$ cat src/rtl/rdsel_pkg.sv
// ----------------------------------------------------------------------------
// rdsel_pkg
// Types, widths, constants and helper functions of the rate-distortion
// best motion vector selector.
// ----------------------------------------------------------------------------
package rdsel_pkg;

   // field widths
   localparam int SAD_W       = 20;
   localparam int MVD_W       = 12;
   localparam int IDX_W       = 8;
   localparam int LAMBDA_W    = 16;
   localparam int MAG_W       = 12;
   localparam int LOG_W       = 12;
   localparam int MVB_W       = 14;
   localparam int FRAC_W      = 8;

   // shared multiplier: 23 x 16 bit unsigned
   localparam int OPA_W       = 23;
   localparam int PROD_W      = OPA_W + LAMBDA_W;
   localparam int COST_W      = 32;

   // stream words
   localparam int REQ_TDATA_W = 48;
   localparam int RSP_TDATA_W = 8;

   // register port
   localparam int CSR_AW      = 3;
   localparam int CSR_DW      = 32;
   localparam int CSR_IW      = CSR_AW - 2;

   // register indexes
   localparam logic [CSR_IW-1:0] CSR_IDX_LAMBDA = 1'b0;

   // constants
   localparam logic [LAMBDA_W-1:0] RESID_MUL    = 16'd1311;
   localparam logic [LAMBDA_W-1:0] LAMBDA_RESET = 16'd256;
   localparam logic [MVB_W-1:0]    MV_BIAS      = 14'd512;

   typedef enum logic [1:0] {
      ST_IDLE,
      ST_RESID,
      ST_WEIGH,
      ST_CMP
   } state_type;

   // magnitude of a two's complement mv difference (most negative gives 2048)
   function automatic logic [MAG_W-1:0] mvd_mag(input logic [MVD_W-1:0] d);
      logic [MAG_W-1:0] u;
      u = MAG_W'(d);
      return d[MVD_W-1] ? MAG_W'(~u + MAG_W'(1)) : u;
   endfunction

   // leading-one position in the upper bits, next 8 bits as a linear fraction
   function automatic logic [LOG_W-1:0] log2_q8(input logic [MAG_W-1:0] v);
      logic [3:0]       p;
      logic [MAG_W-1:0] n;
      p = '0;
      for (int i = 0; i < MAG_W; i++) begin
         if (v[i]) p = 4'(i);
      end
      n = v << (4'(MAG_W - 1) - p);
      return {p, n[MAG_W-2 -: FRAC_W]};
   endfunction

   // motion vector rate term: 2*(lx + ly) + 2.0 in q.8
   function automatic logic [MVB_W-1:0] mv_bits(input logic [LOG_W-1:0] lx,
                                                input logic [LOG_W-1:0] ly);
      logic [LOG_W:0] s;
      s = {1'b0, lx} + {1'b0, ly};
      return {s, 1'b0} + MV_BIAS;
   endfunction

endpackage

$ cat src/rtl/rd_cost_best_mv_select_top.sv
// ----------------------------------------------------------------------------
// rd_cost_best_mv_select_top
// Picks the motion vector candidate with the lowest rate-distortion cost in
// each set and sends its position on the last candidate of the set.
// ----------------------------------------------------------------------------
// steps: accept, residual multiply, lambda multiply, compare; the input takes
//   no new candidate until compare ends; one 23x16 multiplier is shared by both
//   products; the best index word is registered at the compare step of the
//   last candidate, which holds while an earlier index is not taken
// reset: synchronous, lambda returns to 1.0 and the running set is cleared
module rd_cost_best_mv_select_top #(
   parameter int MAX_CANDIDATES = 256
) (
   input  logic                             clock,
   input  logic                             reset,
   // candidate stream
   input  logic                             req_tvalid,
   output logic                             req_tready,
   // sad_value[19:0], mvd_x[31:20], mvd_y[43:32], zero fill [47:44]
   input  logic [rdsel_pkg::REQ_TDATA_W-1:0] req_tdata,
   input  logic                             req_tlast,
   // result stream
   output logic                             rsp_tvalid,
   input  logic                             rsp_tready,
   // best_index[7:0]
   output logic [rdsel_pkg::RSP_TDATA_W-1:0] rsp_tdata,
   // register port
   input  logic                             csr_psel,
   input  logic                             csr_penable,
   input  logic                             csr_pwrite,
   input  logic [rdsel_pkg::CSR_AW-1:0]      csr_paddr,
   input  logic [rdsel_pkg::CSR_DW-1:0]      csr_pwdata,
   output logic [rdsel_pkg::CSR_DW-1:0]      csr_prdata,
   output logic                             csr_pready
);
   import rdsel_pkg::*;

   localparam int              CNT_W   = $clog2(MAX_CANDIDATES);
   localparam logic [CNT_W-1:0] CNT_TOP = CNT_W'(MAX_CANDIDATES - 1);

   state_type             state_ff, state_in;
   logic [LAMBDA_W-1:0]   lambda_ff;
   logic [SAD_W-1:0]      sad_ff;
   logic [MVD_W-1:0]      mvx_ff;
   logic [MVD_W-1:0]      mvy_ff;
   logic                  last_ff;
   logic [MVB_W-1:0]      mvb_ff, mvb_in;
   logic [PROD_W-1:0]     prod_ff;
   logic [CNT_W-1:0]      cnt_ff;
   logic [COST_W-1:0]     best_cost_ff;
   logic [CNT_W-1:0]      best_pos_ff, best_pos_in;
   logic                  rsp_valid_ff;
   logic [IDX_W-1:0]      rsp_index_ff;

   logic                  accept;
   logic                  mul_load;
   logic                  cmp_fire;
   logic [OPA_W-1:0]      mul_a;
   logic [LAMBDA_W-1:0]   mul_b;
   logic [PROD_W-1:0]     mul_prod;
   logic [OPA_W-1:0]      resid;
   logic [PROD_W-9:0]     weighted;
   logic [COST_W-1:0]     cost;
   logic                  win;
   logic [CNT_W+IDX_W-1:0] pos_ext;
   logic                  csr_wr;
   logic [CSR_IW-1:0]     csr_idx;

   assign accept = req_tvalid && req_tready;

   // next state
   always_comb begin
      state_in = state_ff;
      unique case (state_ff)
         ST_IDLE:  if (req_tvalid) state_in = ST_RESID;
         ST_RESID: state_in = ST_WEIGH;
         ST_WEIGH: state_in = ST_CMP;
         ST_CMP:   if (cmp_fire) state_in = ST_IDLE;
         default:  state_in = ST_IDLE;
      endcase
   end

   // sequencer outputs: handshake and shared multiplier operands
   always_comb begin
      req_tready = 1'b0;
      mul_load   = 1'b0;
      cmp_fire   = 1'b0;
      mul_a      = '0;
      mul_b      = '0;
      unique case (state_ff)
         ST_IDLE:  req_tready = 1'b1;
         ST_RESID: begin
            mul_load = 1'b1;
            mul_a    = OPA_W'(sad_ff);
            mul_b    = RESID_MUL;
         end
         ST_WEIGH: begin
            mul_load = 1'b1;
            mul_a    = OPA_W'(mvb_ff) + resid;
            mul_b    = lambda_ff;
         end
         ST_CMP:   cmp_fire = !(last_ff && rsp_valid_ff && !rsp_tready);
         default:  req_tready = 1'b0;
      endcase
   end

   // shared multiplier
   assign mul_prod = PROD_W'(mul_a) * PROD_W'(mul_b);

   // residual term: sad * 1311 >> 8
   assign resid    = prod_ff[OPA_W+FRAC_W-1:FRAC_W];
   // weighted rate: lambda * (mv bits + residual) >> 8
   assign weighted = prod_ff[PROD_W-1:FRAC_W];
   assign cost     = COST_W'({sad_ff, {FRAC_W{1'b0}}}) + COST_W'(weighted);
   assign win      = cost < best_cost_ff;

   // mv rate term from the two magnitudes
   assign mvb_in = mv_bits(log2_q8(MAG_W'(mvd_mag(mvx_ff) + MAG_W'(1))),
                           log2_q8(MAG_W'(mvd_mag(mvy_ff) + MAG_W'(1))));

   assign best_pos_in = win ? cnt_ff : best_pos_ff;
   assign pos_ext     = {{IDX_W{1'b0}}, best_pos_in};

   // control registers
   always_ff @(posedge clock) begin
      if (reset) begin
         state_ff     <= ST_IDLE;
         cnt_ff       <= '0;
         best_cost_ff <= '1;
         best_pos_ff  <= '0;
         rsp_valid_ff <= 1'b0;
      end else begin
         state_ff <= state_in;
         // running best of the set
         if (cmp_fire) begin
            if (last_ff) begin
               cnt_ff       <= '0;
               best_cost_ff <= '1;
               best_pos_ff  <= '0;
            end else begin
               if (cnt_ff < CNT_TOP) cnt_ff <= cnt_ff + CNT_W'(1);
               if (win) best_cost_ff <= cost;
               best_pos_ff <= best_pos_in;
            end
         end
         // result word
         if (cmp_fire && last_ff) begin
            rsp_valid_ff <= 1'b1;
         end else if (rsp_tready) begin
            rsp_valid_ff <= 1'b0;
         end
      end
   end

   // payload registers
   always_ff @(posedge clock) begin
      if (accept) begin
         sad_ff  <= req_tdata[SAD_W-1:0];
         mvx_ff  <= req_tdata[SAD_W+MVD_W-1:SAD_W];
         mvy_ff  <= req_tdata[SAD_W+2*MVD_W-1:SAD_W+MVD_W];
         last_ff <= req_tlast;
      end
      if (state_ff == ST_RESID) mvb_ff <= mvb_in;
      if (mul_load) prod_ff <= mul_prod;
      if (cmp_fire && last_ff) rsp_index_ff <= pos_ext[IDX_W-1:0];
   end

   assign rsp_tvalid = rsp_valid_ff;
   assign rsp_tdata  = rsp_index_ff;

   // register port
   assign csr_wr     = csr_psel && csr_penable && csr_pwrite && csr_pready;
   assign csr_idx    = csr_paddr[CSR_AW-1:2];
   assign csr_pready = 1'b1;

   always_ff @(posedge clock) begin
      if (reset) begin
         lambda_ff <= LAMBDA_RESET;
      end else if (csr_wr && (csr_idx == CSR_IDX_LAMBDA)) begin
         lambda_ff <= csr_pwdata[LAMBDA_W-1:0];
      end
   end

   always_comb begin
      unique case (csr_idx)
         CSR_IDX_LAMBDA: csr_prdata = CSR_DW'(lambda_ff);
         default:        csr_prdata = '0;
      endcase
   end

endmodule

$ cat config.mk
export PLATFORM = sky130hd
export DESIGN_NAME = rd_cost_best_mv_select_top
export DESIGN_NICKNAME = d
export VERILOG_FILES = /design/src/rtl/rdsel_pkg.sv /design/src/rtl/rd_cost_best_mv_select_top.sv
export SDC_FILE = /design/constraint.sdc
export NUM_CORES = 1
export LEC_CHECK = 0
export BUFFER_PORTS_ARGS = -buffer_cell sky130_fd_sc_hd__buf_4
export CAP_MARGIN = 15
export CORE_AREA = 2 2 143 285
export CTS_CLUSTER_DIAMETER = 50
export DETAILED_ROUTE_END_ITERATION = 8
export DIE_AREA = 0 0 145 287
export PLACE_DENSITY = 0.79
export RECOVER_POWER = 50
export SLEW_MARGIN = 20
export SYNTH_ARGS = -nofsm -noshare
export SYNTH_HDL_FRONTEND = slang
export SYNTH_SLANG_ARGS = --single-unit
$ cat constraint.sdc
create_clock -name clock -period 8.65 [get_ports clock]
set_clock_uncertainty 0.05 [all_clocks]
set_input_delay 0.4325 -clock clock [delete_from_list [all_inputs] [get_ports clock]]
set_output_delay 0.4325 -clock clock [all_outputs]
set_load 0.02 [all_outputs]
* Word-level counts from Yosys, hierarchy flattened
Index checks and enable logic that the tools add are counted.
** Word-level totals
- Register bits :: 173
- Input port bits :: 91
- Output and inout port bits :: 43
- Word-level logic and storage cells :: 95
** Cells by class
- $add $sub $neg :: 11
- Multiply operators :: 1
- Order comparisons :: 2
- Equal/unequal tests :: 5
- Shifts and indexed selects :: 2
- Multiplexer cells :: 41
- Bitwise gates (word level) :: 3
- Reductions and logical operators :: 17
** Operators with widths (number)
- $mux 4 :: 20
- $mux 32 :: 2
- $add 12x1->12 const B :: 4
- $pmux 23 s2 :: 1
- $mul 23x16->39 :: 1
- $add 28x31->32 :: 1
- $lt 32x32->1 :: 1
- $mux 8 :: 4
- $pmux 16 s2 :: 1
- $mux 12 :: 2
- $not 12->12 :: 2
- $shl 12x4->11 :: 2
- $add 14x23->23 :: 1
- $mux 16 :: 1
- $add 14x10->14 const B :: 1
- $add 12x12->13 :: 1
- $add 8x1->8 const B :: 1
- $lt 8x8->1 const B :: 1
- $pmux 2 s4 :: 1
- $sub 4x4->4 const A :: 2
- $logic_and 1x1->1 :: 7
- $mux 1 :: 7
- $reduce_and 2->1 :: 3
- $reduce_bool 2->1 :: 3
- other kinds (8) :: 12

* Depth between registers and ports, before layout
Gate-level depths: netlist of run 1.
- Depth in word-level cells :: 19
- Mapped depth :: 38
- Mapped depth without buffers :: 37

* Worst setup path after synthesis of run 1
No wires, ideal clock.
- Kind :: register to register
- Start :: reg prod_ff[10]
- End :: reg prod_ff[35] (data pin)
- Library setup time :: 0.260 ns
- Arrival time :: 8.209 ns
- Data required time :: 8.340 ns
- Setup slack :: 0.130 ns
- Stages on the path, launching flop included :: 33
- Path buffers :: 1
- Period minus slack after synthesis :: 8.520 ns
- Path through :: edfxtp_1 -> ha_1 -> a21o_1 -> a21oi_1 -> o21ai_0 -> a21oi_1 -> o21ai_0 -> a21oi_1 -> o2111ai_1 -> a41oi_1 -> nor3b_1 -> o21ai_1 -> clkbuf_1 -> a21oi_1 -> fa_1 -> inv_1 -> fa_1 -> inv_1 -> fa_1 -> fa_1 -> fa_1 -> inv_1 -> fa_1 -> inv_1 -> ha_1 -> a21oi_1 -> o21a_1 -> nand2_1 -> o21ai_0 -> o21ai_0 -> a221o_1 -> a21oi_1 -> xnor2_1
** On the way
- Longest elaborated chain between the ends :: 3
** Ends and longest elaborated chain
- from (decl) :: line rd_cost_best_mv_select_top.sv:48 : logic [PROD_W-1:0] prod_ff;
- from (signal assigned) :: line rd_cost_best_mv_select_top.sv:164 : if (mul_load) prod_ff <= mul_prod;
- $add 14x23->23 :: line rd_cost_best_mv_select_top.sv:99 : mul_a = OPA_W'(mvb_ff) + resid;
- $pmux 23 s2 :: line rd_cost_best_mv_select_top.sv:90 : unique case (state_ff)
- $mul 23x16->39 :: line rd_cost_best_mv_select_top.sv:108 : assign mul_prod = PROD_W'(mul_a) * PROD_W'(mul_b);
- named net mul_prod[35] :: line rd_cost_best_mv_select_top.sv:60 : logic [PROD_W-1:0] mul_prod;
The timed path passes the listed nets, and every way through them passes these cells.
A chain may end at the register's enable or synchronous reset.

* Worst setup path after layout of run 1
- Start :: reg prod_ff[9]
- End :: reg prod_ff[34] (data pin)
Same word-level chain as after synthesis.

==> results of run 1 <==
==> repair_timing <==
action | 4_1_cts | 5_1_grt
endpoints found under the setup margin | 11 | 23
resized for setup | 10 | 81
buffers inserted | 0 | 16
pin swaps | 2 | 41
==> sequential cells by signal, indices dropped and copies added (netlist names) <==
signal / count
best_cost_ff: 32
best_pos_ff: 8
cnt_ff: 8
lambda_ff: 16
last_ff: 1
mvb_ff: 13
mvx_ff: 12
mvy_ff: 12
prod_ff: 31
rsp_tdata: 8
rsp_tvalid: 1
sad_ff: 20
state_ff: 2
==> per-layer routing <==
layer | vias up | wire length, um
met3 | 422 | 3590
met4 | 2 | 9820
met2 | 877 | 38100
met1 | 9579 | 21800
met5 | - | 12
li1 | 8750 | -
==> logic make-up (layout without fill, tap and decap cells) <==
| family | count (synthesis) | in the layout | share of synthesized area (%) |
|---|---|---|---|
| buf+inv | 510 | 685 | 8.87 |
| other cells | 2 | 19 | 0.0332 |
| compound gates | 493 | 493 | 14.5 |
| fa+ha+maj | 488 | 488 | 36.7 |
| mux | 38 | 38 | 1.77 |
| simple gates | 743 | 743 | 15.1 |
| xor+xnor | 109 | 109 | 4.22 |
| flops | 164 | 164 | 18.8 |
==> worst register-to-register path: cells and delay by family (launching register included) <==
kind	cells	cell delay, ns
flops	1	0.37
compound gates	14	2.46
simple gates	3	0.27
xor+xnor	1	0.13
fa+ha+maj	9	4.08
buf+inv	8	0.80
==> report_power, final <==
group          leakage [nW]  switching (mW)  internal, mW  total [mW]
Combinational          10.2            2.71          1.67        4.38
Clock                 0.304           0.349         0.451       0.800
Sequential             1.47           0.244          1.18        1.42
==> cell usage in the layout, fill, tap and decap left out, types with 45 or more instances in the layout <==
master	count
sky130_fd_sc_hd__dfxtp_1	67
sky130_fd_sc_hd__nand2_1	305
sky130_fd_sc_hd__a21o_1	66
sky130_fd_sc_hd__nor2_1	195
sky130_fd_sc_hd__buf_4	176
sky130_fd_sc_hd__o21ai_0	70
sky130_fd_sc_hd__clkbuf_4	45
sky130_fd_sc_hd__edfxtp_1	97
sky130_fd_sc_hd__inv_1	393
sky130_fd_sc_hd__fa_1	282
sky130_fd_sc_hd__a21oi_1	112
sky130_fd_sc_hd__ha_1	191
sky130_fd_sc_hd__xnor2_1	71
==> layout make-up <==
cell class / instances / area (um2) / area share [%]
Timing Repair Buffer: 256 / 1950 / 7.62
Sequential cell: 164 / 4250 / 16.6
Clock inverter: 13 / 156 / 0.610
Clock buffer: 19 / 453 / 1.77
Tap cell: 525 / 657 / 2.56
Inverter: 397 / 1490 / 5.83
Antenna cell: 2 / 5.00 / 0.0195
Multi-Input combinational cell: 1888 / 16700 / 65.0
==> path summary, 6_finish.rpt <==
check                        from         endpoint  slack [ns]  cells after the start
hold / removal      req_tdata[11]       sad_ff[11]        0.13                      1
setup reg to reg       prod_ff[9]      prod_ff[34]        0.23                     35
hold reg to reg   best_cost_ff[2]  best_cost_ff[2]        0.44                      2
setup / recovery       prod_ff[9]      prod_ff[34]        0.23                     35
==> metrics by stage <==
stage	setup TNS, ns	cell area (um2)	total power, mW	instances	util [%]
after global routing	-0.453	25600	7.00	3264	65.2
after global placement	-0.529	24700	5.40	3214	62.9
after CTS	0	25300	6.38	3246	64.5
after detailed placement	-1.57	24700	5.54	3214	62.9
after floorplan	0	22700	4.13	2562	-
final	0	25600	6.60	3264	65.2
==> flow_results.org, run 1 <==
** Routing
- In the final routed layout, each cell accounts on average for 22.5 um.
- Residual DRC count :: 0
- Summing over every cut layer, the via total after detailed routing is 19,600.
- For this run, the detailed router's first-pass iteration total came to 5.
- In the routed layout, each cell is associated on average with a via count of 6.01.
- Initial drt markers :: 1,124
- ANT nets after route :: 0
- Summed over all layers, the routed wires come to 73.3 mm.

** Setup path
- Data arrives at the worst endpoint at 8.54 ns.
- The worst setup path is launched from a flip-flop.
- On the critical path the largest part of the delay comes from adder cells.
- Library cell contributing the largest single delay on the critical path :: sky130_fd_sc_hd__fa_2
- Peak fanout along the critical path :: 7
- Buffering stage count on the worst path with inverters included :: 8
- Max incr delay on CP :: 0.61 ns
- CP endpoint kind :: flip-flop
- The critical path in this run is classified as reg2reg.
- CP required :: 8.78 ns

** Cells and area
- Fraction of final layout cells sized beyond drive strength 1 :: 13.6%
- After filler insertion, the fill cell instance count of the layout stands at 3,262.
- Compared with the post-synthesis result, the final layout area differs by 13.3%.
- Number of nets in the final layout :: 3,303

** Clock tree
- No sink is reached through more buffers than the 2 on the longest clock path.
- For this design, the sink count on the clock tree is 164.
- Num CTS Buffers :: 17
- TritonCTS built the clock tree.
- Source-to-sink clock delay at the later pin of the worst-skew pair :: 0.45 ns
- Deepest level of the CTS H-tree :: 4
- The tree is rooted in a sky130_fd_sc_hd__clkbuf_16.
- After clock tree synthesis, the clock-pin slew on the worst setup and hold paths is 0.08 ns.
- Number of hold-repair buffers added at the cts stage :: 0

** Global routing
- In the global route stage, met1 resource usage came out at 32.1%.
- Entering global routing, the biggest net connects 60 pins.
- Number of antenna violations at the first check in global routing :: 3
- Met3 Track Usage GR :: 4.49%
- Total global routing overflow :: 0
- Global routing used 65.3% of the available met2 tracks.
- The first global-routing pass estimated 112 mm of wire.
- met2 is the most crowded layer.
- Number of global-route vias before repair :: 21,000
- Global routing used 35.6% of the available tracks.

** Power and ir drop
- Leak :: 12.0 nW
- Largest voltage drop on the vdd net :: 0.379 mV
- Dividing total power by cell area gives a power density of 258 nW/um2.

** Synthesis
- Counting flops and latches in the post-synthesis netlist gives 164.
- Post-synth ARST share :: 0%
- The netlist uses 89 different library cells.
- During synthesis, Yosys emitted a total of 0 warnings.
- Average instance area after synthesis :: 8.88 um2
- Count of flip-flops with a built-in enable after synthesis :: 97
- Most common cell in the synthesized netlist :: sky130_fd_sc_hd__inv_1
- Of the post-synthesis cell area, the dominant cell type holds 26.0%.
- Cell type contributing the most total cell area after synthesis :: sky130_fd_sc_hd__fa_1
- Leading cell types by count after synthesis :: sky130_fd_sc_hd__inv_1, sky130_fd_sc_hd__nand2_1, sky130_fd_sc_hd__fa_1
- Cell Area, Synth :: 22,600 um2
- Counting every instance in the synthesized netlist gives 2,547.
- Main flop type after synthesis :: sky130_fd_sc_hd__edfxtp_1
- Main area contributors after synthesis :: sky130_fd_sc_hd__fa_1, sky130_fd_sc_hd__edfxtp_1, sky130_fd_sc_hd__ha_1, sky130_fd_sc_hd__inv_1, sky130_fd_sc_hd__dfxtp_1
- Register area share after synthesis :: 18.8%

** Floorplan
- Core Footprint :: 39,300 um2
- The die covers 41,600 um2.
- Effective utilization at floorplan :: 57.6%
- Top-level port count :: 134
- The die is 287 um tall.
- In this run the core area contains 103 standard-cell rows.
- Die extent in x :: 145 um

** Timing
- The worst path in the final design needs a cycle of 8.42 ns, including I/O delays and setup.
- The number of max-slew violations in the final report was 43.
- Final hold analysis gives a worst-case slack of 0.133 ns.
- Post-layout worst setup margin :: 0.234 ns
- For the pin with the worst max-slew slack, the measured transition is 2.50 ns.
- Setup repair after global routing missed its margin :: true
- Max_slew headroom :: -66.4%
- Of the available clock period, the critical path in the final layout requires 97.3%.
- Setup violations remaining at the end of the flow were counted as 0.
- The total count of hold-check failures in the final report came to 0.
- Maximum clock frequency :: 119 MHz

** Outcome
- The final reports fail on capacitance limit, slew limit.
- The run finished, with violations left.

** Run
- Count of maximum capacitance violations :: 1

** Placement
- At the placement stage, the worst setup path has a slack of -0.254 ns.
- GPL Wtd Cong :: 1.04
- Number of buffers inserted by port buffering :: 94
- The wire-length estimate of the detail-placed layout is 59.8 mm.

** Worst hold path
- Worst min-delay path category :: in2reg
(Power assumes the default switching activity.)
==> run 2: changes to the inputs <==
- CTS_CLUSTER_SIZE: not set -> 14
- MAX_ROUTING_LAYER: not set -> met4
==> flow_results.org, run 2 (synthesis results as in run 1) <==
** Setup path
- At the worst endpoint, the arrival time is 8.65 ns.
- In this run the critical register-to-register path is captured at prod_ff[36].
- CP required :: 8.87 ns
- In this run the critical register-to-register path is launched from mvb_ff[2].
- The kind of cell with the highest combined delay along the critical path is adder cells.
- Startpoint Class :: flip-flop
- Of all nets on the critical path, the largest fanout is 6.
- The critical path in this run is classified as reg2reg.
- The number of buffers and inverters on the critical path is 8.
- Reg2reg path depth :: 34
- Worst-case register-to-register setup slack :: 0.23 ns
- Max incr delay on CP :: 0.61 ns
- CP endpoint kind :: flip-flop
- On the critical path, the stage with the largest delay is an instance of sky130_fd_sc_hd__fa_2.
- Critical path's most frequent cell :: sky130_fd_sc_hd__fa_1

** Worst hold path
- The startpoint identified for the worst hold timing path is req_tdata[34].
- Along the worst hold path, the cell count comes to 1.
- The tightest min-delay check is of the in2reg type.
- Worst Hold End :: mvy_ff[2]

** Cells and area
- In the final layout, the multi-input gates occupy 16,700 um2.
- Final-layout fill cell count :: 3,295
- Commonest non-fill, non-tap cell in the layout :: sky130_fd_sc_hd__inv_1
- Syn-to-layout area delta :: 13.5%
- The post-route netlist has 13.6% of its cells at a drive strength greater than 1.
- Flip-flop count of the largest register, all copies and words added :: 32
- Cell area after layout :: 25,700 um2
- Final cell count without fillers :: 3,267
- Across the whole layout, storage elements account for 4250 um2.
- Leaving out fill and tap cells, the most frequent cells in the layout are sky130_fd_sc_hd__inv_1, sky130_fd_sc_hd__nand2_1, sky130_fd_sc_hd__fa_1.
- The final layout contains 3,307 nets.
- Register with the highest flop count :: best_cost_ff
- Top Registers :: best_cost_ff (32), prod_ff (31), sad_ff (20)

** Clock tree
- For this design, the CTS-stage hold fixing added 0 buffers.
- Clock-pin slew was measured on the worst setup and hold paths at 0.07 ns.
- TritonCTS clock tree :: yes
- Source-to-sink clock delay at the later pin of the worst-skew pair :: 0.46 ns
- For this design, the sink count on the clock tree is 164.
- Deepest clock path buffer count :: 2
- Num CTS Buffers :: 17
- Deepest level of the CTS H-tree :: 4
- Clk root buf :: sky130_fd_sc_hd__clkbuf_16

** Timing
- The total count of hold-check failures in the final report came to 0.
- Endpoints failing setup :: 0
- At the pin with the least slew margin, the transition time is 2.71 ns.
- The number of max-slew violations in the final report is 46.
- For this run, the top clock speed supported by timing is 119 MHz.
- The worst pin sits at a relative slew slack of -80.8%.
- Of the available clock period, the critical path in the final layout requires 97.4%.
- Post-layout minimum cycle time :: 8.42 ns
- Setup slack on the critical path of the routed design comes to 0.228 ns.
- In the final timing run, aggregate negative setup slack is 0 ns.
- Setup repair after global routing could not meet its margin everywhere.

** Floorplan
- After floorplanning, the core was divided into 103 placement rows.
- In this run the vertical extent of the chip is 287 um.
- Pin placement for this block handled 134 I/O pins.
- From left edge to right edge, the die measures 145 um.
- Overall die area :: 41,600 um2
- Effective utilization at floorplan :: 57.6%
- The floorplan step defined a core boundary enclosing 39,300 um2.

** Routing
- In the routed layout, each cell is associated on average with a via count of 6.03.
- The detailed router finished its first iteration with 1,358 violations.
- Wire per inst :: 23.1 um
- First drt pass iteration count :: 6
- Residual DRC count :: 0
- Number of vias in the routed layout :: 19,700
- Wires add up to 75.4 mm.
- The detail route stage leaves a number of antenna-violating nets equal to 0.

** Placement
- Number of buffers inserted by port buffering :: 94
- At the end of routability-driven placement, the weighted congestion stood at 1.05.
- At the placement stage, the worst setup path has a slack of -0.255 ns.
- Area after detailed placement :: 24,700 um2
- Detailed placement HPWL :: 60.9 mm
- Placed cell count :: 3,215

** Outcome
- Failing checks :: capacitance limit, slew limit
- The run finished, with violations left.

** Global routing
- Number of global-route vias before repair :: 20,900
- Total global routing overflow :: 0
- For this run, the total global-route usage over all layers was measured as 37.5%.
- The number of antenna violations at the first check in global routing came to 0.
- Entering global routing, the biggest net connects 60 pins.
- The first global-routing pass estimated 114 mm of wire.

** Run
- Across the run, the number of max-cap violations was 1.

** Power and ir drop
- Power spread over the standard cell area amounts to 256 nW/um2.
- Leak :: 12.0 nW
- Largest voltage drop on the vdd net :: 0.327 mV
[run 2: metal layers]
metal  track usage (%)  wire length [um]  vias to the layer above  part of all wire (%)
met5                 -                 0                        -                     0
met4              37.5              9920                        0                    13
met3              5.33              3840                      457                   5.1
met2              67.5             39500                      876                    52
met1              32.4             22100                     9602                    29
li1                  -                 -                     8756                     -
[run 2: report_power, final]
group	internal, mW	switching (mW)	leakage (nW)
clock network	0.375	0.351	0.268
registers	1.18	0.253	1.47
logic	1.70	2.73	10.2
[run 2: through the flow]
step	power [mW]	utilization (%)	hold slack, ns
floorplan	4.13	-	0.392
global placement	5.46	63.0	0.404
CTS	6.35	64.4	0.0827
detailed placement	5.58	63.0	0.412
finish	6.58	65.3	0.118
global route	6.99	65.3	0.106
[run 2: what timing repair did]
| action | 4_1_cts | 5_1_grt |
|---|---|---|
| gates resized for setup | 12 | 74 |
| setup endpoints to repair | 12 | 22 |
| cloned | 0 | 2 |
| pin swaps | 7 | 39 |
| setup buffers | 1 | 17 |
[run 2: area by class of cell]
type | count | share of cell area [%]
Clock inverter | 14 | 0.448
Clock buffer | 18 | 1.67
Inverter | 397 | 5.81
Antenna cell | 1 | 0.00975
Multi-Input combinational cell | 1888 | 64.9
Sequential cell | 164 | 16.6
Timing Repair Buffer | 260 | 8.00
Tap cell | 525 | 2.56
[run 2: how the worst max path moves through the flow]
| stage | from | to | slack, ns | depth (start not counted) |
|---|---|---|---|---|
| final | mvb_ff[2] | prod_ff[36] | 0.23 | 34 |
| after global routing | prod_ff[9] | prod_ff[38] | -0.14 | 38 |
| after CTS | prod_ff[9] | prod_ff[30] | 0.02 | 37 |
| after detailed placement | prod_ff[9] | prod_ff[31] | -0.25 | 36 |
| after global placement | prod_ff[9] | prod_ff[38] | -0.09 | 38 |
| after floorplan | prod_ff[10] | prod_ff[35] | 0.13 | 32 |
==> run 3: changes to the inputs <==
- ABC_AREA: not set -> 1
- CAP_MARGIN: 15 -> not set
- CORE_AREA: 2 2 143 285 -> 2 2 144 287
- DIE_AREA: 0 0 145 287 -> 0 0 146 289
==> flow_results.org, run 3 <==
** Placement
- Detailed placement ended at an HPWL of 61.0 mm.
- GPL Wtd Cong :: 1.03
- Area after detailed placement :: 24,700 um2
- The count of buffers added on input and output ports is 94.

** Outcome
- The run stopped with a tool error.
- The flow halted during detailed routing (5_2_route).
- Tool Error :: [ERROR DRT-0255] Maze Route cannot find path of net rsp_tdata[6] in worker of routeBox ( 96600 144900 ) ( 146000 193200 ).

** Synthesis
- Cell type contributing the most total cell area after synthesis :: sky130_fd_sc_hd__fa_1
- A synthesized cell averages 7.76 um2.
- Synth Instances :: 2,971
- Flop and latch count out of synthesis :: 164
- Count of flip-flops with a built-in enable after synthesis :: 97
- Main area contributors after synthesis :: sky130_fd_sc_hd__fa_1, sky130_fd_sc_hd__edfxtp_1, sky130_fd_sc_hd__nand2_1, sky130_fd_sc_hd__ha_1, sky130_fd_sc_hd__inv_1
- Sequential elements use 18.5% of the synthesized area.
- In this run the cell area of the synthesized design comes to 23,100 um2.
- Leading cell types by count after synthesis :: sky130_fd_sc_hd__nand2_1, sky130_fd_sc_hd__inv_1, sky130_fd_sc_hd__fa_1
- In the post-synthesis netlist, the cell with the most instances is sky130_fd_sc_hd__nand2_1.
- Main flop type after synthesis :: sky130_fd_sc_hd__edfxtp_1
- During synthesis, Yosys emitted a total of 0 warnings.
- After synthesis, the largest area contributor takes up 25.5% of total cell area.
- After synthesis, the share of flip-flops with an asynchronous set or reset is 0%.
- Count of distinct cell types in the synthesized netlist :: 59

** Global routing
- Number of global-route vias before repair :: 21,500
- Total Routing Usage GR :: 36.5%
- Summed over all layers, the global routing overflow is 0.
- The number of antenna violations at the first check in global routing is 1.
- Wire length of the first global-routing pass :: 114 mm
- Entering global routing, the biggest net connects 46 pins.

** Floorplan
- Effective utilization at floorplan :: 57.5%
- After floorplanning, the core was divided into 104 placement rows.
- During I/O placement, the number of pins put on the boundary was 134.
- Die extent in x :: 146 um
- From bottom edge to top edge, the die measures 289 um.

** Clock tree
- Num CTS Buffers :: 17
- Number of clock sinks :: 164
- Deepest clock path buffer count :: 2
- Clk root buf :: sky130_fd_sc_hd__clkbuf_16
- Deepest level of the CTS H-tree :: 4

** Timing
- Worst endpoint pin kind :: sequential cell input
- Once global-route timing repair stopped, the endpoint with the least setup slack was prod_ff[34]$_DFFE_PN_/D.
-- run 3: changes by cell type after synthesis, sizes merged, moves of 23 or more --
cell    before  now
nor2b       33    0
inv        396  590
a21o        66    6
a21oi      126  178
nand2      305  689
and2        36    8
nand2b      23    0
xnor2       71   22
nand3       33  180
nor2       195  280
clkbuf      81   52
-- run 3: through the flow --
step / util, % / hold slack [ns] / setup WS [ns] / TNS [ns] / std cells
global route: 62.9 / 0.0922 / -0.00280 / -0.00280 / 3640
floorplan: - / 0.376 / 0.954 / 0 / 2986
detailed placement: 61.6 / 0.389 / 0.249 / 0 / 3608
CTS: 63.1 / 0.0648 / 0.208 / 0 / 3640
global placement: 61.6 / 0.386 / 0.346 / 0 / 3608
-- run 3: metal layers --
layer / GRT usage (%)
met1: 34.3
met2: 65.2
met3: 5.97
met4: 29.5
met5: -
-- run 3: cells by family after synthesis --
kind of cell | Yosys count | synth area share [%]
AND/OR/NAND/NOR | 1215 | 22.5
buffers and inverters | 678 | 11.6
adder cells (fa/ha/maj) | 488 | 36.1
AO/OA/AOI/OAI | 358 | 8.74
flip-flops | 164 | 18.5
XOR/XNOR | 66 | 2.62
other | 2 | 0.0326
-- run 3: timing repair --
action	in CTS	in global routing
hold buffers	0	0
gates resized for setup	0	15
setup buffers	0	0
setup endpoints to repair	0	9
==> run 4: changes to the inputs <==
- CORE_AREA: 2 2 144 287 -> 2 2 244 246
- CTS_CLUSTER_DIAMETER: 50 -> not set
- CTS_CLUSTER_SIZE: 14 -> not set
- DIE_AREA: 0 0 146 289 -> 0 0 246 248
- MAX_ROUTING_LAYER: met4 -> not set
- PLACE_DENSITY: 0.79 -> not set
- PLACE_DENSITY_LB_ADDON: not set -> 0.15
- clock period: 8.65 -> 11.2 ns (I/O delays scaled with it)
==> flow_results.org, run 4 <==
** Global routing
- The number of antenna violations at the first check in global routing was 0.
- Number of global-route vias before repair :: 19,800
- Total Routing Usage GR :: 23.5%
- The first global-routing pass estimated 110 mm of wire.
- Summed over all layers, the global routing overflow is 0.
- Entering global routing, the biggest net connects 46 pins.

** Cells and area
- In the layout the commonest cells are sky130_fd_sc_hd__nand2_1, sky130_fd_sc_hd__inv_1, sky130_fd_sc_hd__fa_1.
- The largest registers in the layout are best_cost_ff (32), prod_ff (31), sad_ff (20).
- The area growth from synthesis to layout is 8.83%.
- Register with the highest flop count :: best_cost_ff
- The register with the most flip-flops in the layout has 32 of them.
- The library cell used most frequently in the layout, excluding fill and tap cells, is sky130_fd_sc_hd__nand2_1.
- Diodes inserted :: 0
- Fraction of final layout cells sized beyond drive strength 1 :: 7.52%
- Number of nets in the final layout :: 3,626

** Setup path
- Delay-heaviest family, CP :: adder cells
- Launch instance of the worst register-to-register path :: state_ff[1]
- CP required :: 11.36 ns
- Startpoint Class :: flip-flop
- The critical path contains buffers and inverters numbering 10 combined.
- Counting cells, the worst reg-to-reg path comes to 28.
- Number of cells on the critical path :: 28
- Max incr delay on CP :: 0.85 ns
- The endpoint identified for the worst register-to-register timing path is prod_ff[36].
- The worst setup path is captured at a flip-flop.
- Launch point of the critical path :: state_ff[1]
- Critical path's most frequent cell :: sky130_fd_sc_hd__inv_1
- Library cell contributing the largest single delay on the critical path :: sky130_fd_sc_hd__inv_1
- Data arrives at the worst endpoint at 9.46 ns.
- Worst-case register-to-register setup slack :: 1.90 ns
- The most critical setup path has its endpoint at prod_ff[36].
- Peak fanout along the critical path :: 21
- The worst setup path is of the reg2reg kind.

** Synthesis
- sky130_fd_sc_hd__nand2_1 is the most common cell in the netlist.
- Average instance area after synthesis :: 7.76 um2
- Main area contributors after synthesis :: sky130_fd_sc_hd__fa_1, sky130_fd_sc_hd__edfxtp_1, sky130_fd_sc_hd__nand2_1, sky130_fd_sc_hd__ha_1, sky130_fd_sc_hd__inv_1
- In this run, distinct cell masters in the synthesized netlist total 59.
- Counting every instance in the synthesized netlist gives 2,971.
- sky130_fd_sc_hd__fa_1 takes more of the synthesized area than any other cell.
- Main flop type after synthesis :: sky130_fd_sc_hd__edfxtp_1
- Post-synth ARST share :: 0%
- Top-area cell type share of the netlist area :: 25.5%
- Counting flops and latches in the post-synthesis netlist gives 164.
- Summing the sequential cell areas from Yosys gives 18.5% of the chip area.
- Leading cell types by count after synthesis :: sky130_fd_sc_hd__nand2_1, sky130_fd_sc_hd__inv_1, sky130_fd_sc_hd__fa_1
- Counting flops with a built-in enable in the synthesized netlist gives 97.
- The Yosys step of the flow raised 0 warnings.
- Cell Area, Synth :: 23,100 um2

** Floorplan
- Once the floorplan was initialized, standard cells occupied 39.4% of the core.
- Die extent in x :: 246 um
- The floorplan step defined a core boundary enclosing 58,500 um2.
- The die is 248 um tall.
- The floorplan has 89 rows.
- Overall die area :: 61,000 um2
- Top-level port count :: 134

** Routing
- Dividing the detail-routed wire length by the instance count gives 18.1 um.
- The count of nets left with antenna violations once routing finished came out at 0.
- For this block, the routed nets add up to 69.2 mm of wire.
- Across all layers, the routed design uses 19,700 vias.
- Vias per cell :: 5.14
- For this run, design rule violations remaining after detail routing come to 0.
- Initial drt markers :: 1,291
- The first TritonRoute pass finished after 5 iterations.

** Clock tree
- CTS saw 164 sinks.
- Clk root buf :: sky130_fd_sc_hd__clkbuf_16
- Num CTS Buffers :: 17
- TritonCTS built the clock tree.
- Once the clock tree was built, the resizer swapped 0 gates to a different size.
- Deepest clock path buffer count :: 2
- Post CTS Setup Buffer Count :: 0
- CTS built an H-tree with a depth of 4.
- Register clock-pin slew on the reported worst setup and hold paths :: 0.09 ns
- Source-to-sink clock delay at the later pin of the worst-skew pair :: 0.50 ns
- For this design, the CTS-stage hold fixing added 0 buffers.

** Placement
- Detailed placement finished with a half-perimeter wire length of 56.7 mm.
- GPL Wtd Cong :: 0.884
- The count of buffers added on input and output ports is 94.

** Timing
- The number of max-slew violations in the final report came to 84.
- Dividing the final minimum period by the clock period gives 83.1%.
- For the pin with the worst max-slew slack, the measured transition is 2.42 ns.
- Total Negative Setup Slacks :: 0 ns
- Endpoints failing setup :: 0
- Measured against its own limit, the worst slew margin works out to -61.6%.
- The total count of hold-check failures in the final report came to 0.
- Post-layout minimum cycle time :: 9.30 ns
- Setup repair after global routing left no endpoint under its margin.
- Based on the critical path, the design can be clocked at up to 108 MHz.

** Outcome
- The run finished, with violations left.
- Failing checks :: capacitance limit, slew limit

** Power and ir drop
- Largest voltage drop on the vdd net :: 0.129 mV
- Overall Power :: 4.82 mW
- In this run the power density over the cells is 192 nW/um2.
- Leak :: 12.4 nW

** Worst hold path
- The worst hold path belongs to the class in2reg.

** Run
- Max-cap violations in this run came to 2.
-- run 4: cell counts after synthesis --
No cell type changed its count.
-- run 4: cell type report --
| cell class | count | area (um2) |
|---|---|---|
| multi-input cells | 2144 | 16200 |
| inverters | 595 | 2230 |
| fillers | 5967 | 33400 |
| clock buffers | 17 | 425 |
| clock inverters | 15 | 176 |
| repair buffers | 125 | 837 |
| flip-flops and latches | 164 | 4250 |
| well taps | 773 | 967 |
-- run 4: where the power goes --
part           internal [mW]  total (mW)  switching [mW]  leakage, nW
sequential             0.920        1.08           0.162         1.48
clock                  0.303       0.621           0.318        0.299
combinational          0.978        3.11            2.14         10.6
-- run 4: worst min-delay path by stage --
stage | startpoint | end | slack [ns] | cells after the start
5_1_grt | req_tdata[6] | sad_ff[6] | 0.19 | 1
2_1_floorplan | best_cost_ff[25] | best_cost_ff[25] | 0.38 | 2
3_5_place_dp | best_cost_ff[14] | best_cost_ff[14] | 0.39 | 2
6_report | req_tdata[4] | sad_ff[4] | 0.21 | 1
4_1_cts | req_tdata[6] | sad_ff[6] | 0.16 | 1
3_3_place_gp | best_cost_ff[28] | best_cost_ff[28] | 0.39 | 2
-- run 4: cells by family (layout without fill, tap and decap cells) --
kind of cell / after synthesis / count (layout) / synth area share, %
flip-flops: 164 / 164 / 18.5
AO/OA/AOI/OAI: 358 / 358 / 8.74
other: 2 / 17 / 0.0326
adder cells (fa/ha/maj): 488 / 488 / 36.1
AND/OR/NAND/NOR: 1215 / 1215 / 22.5
XOR/XNOR: 66 / 66 / 2.62
buffers and inverters: 678 / 752 / 11.6
-- run 4: routing by layer --
layer	GRT usage, %	share of wire, %	vias up
li1	-	-	9401
met1	31.3	43	9611
met2	39.5	48	599
met3	4.22	6.8	88
met4	5.88	2.2	0
met5	0	0	-
-- run 4: through the flow --
step	cell area, um2	utilization (%)	instances	setup slack (ns)	hold slack (ns)
2_1_floorplan	23100	-	2986	3.50	0.376
3_3_place_gp	24600	42.1	3801	2.68	0.386
3_5_place_dp	24600	42.1	3801	2.57	0.392
4_1_cts	25200	43.1	3833	2.54	0.162
5_1_grt	25100	42.9	3833	1.43	0.185
6_report	25100	42.9	3833	1.90	0.210
-- run 4: worst register-to-register path: cells and delay by family (launching register included) --
kind	cells	cell delay (ns)
adders and majority gates	8	3.72
AOI/OAI and AO/OA	3	1.17
and+or+nand+nor	6	1.03
buffers and inverters	10	2.51
xor gates and xnor gates	1	0.20
DFF	1	0.33
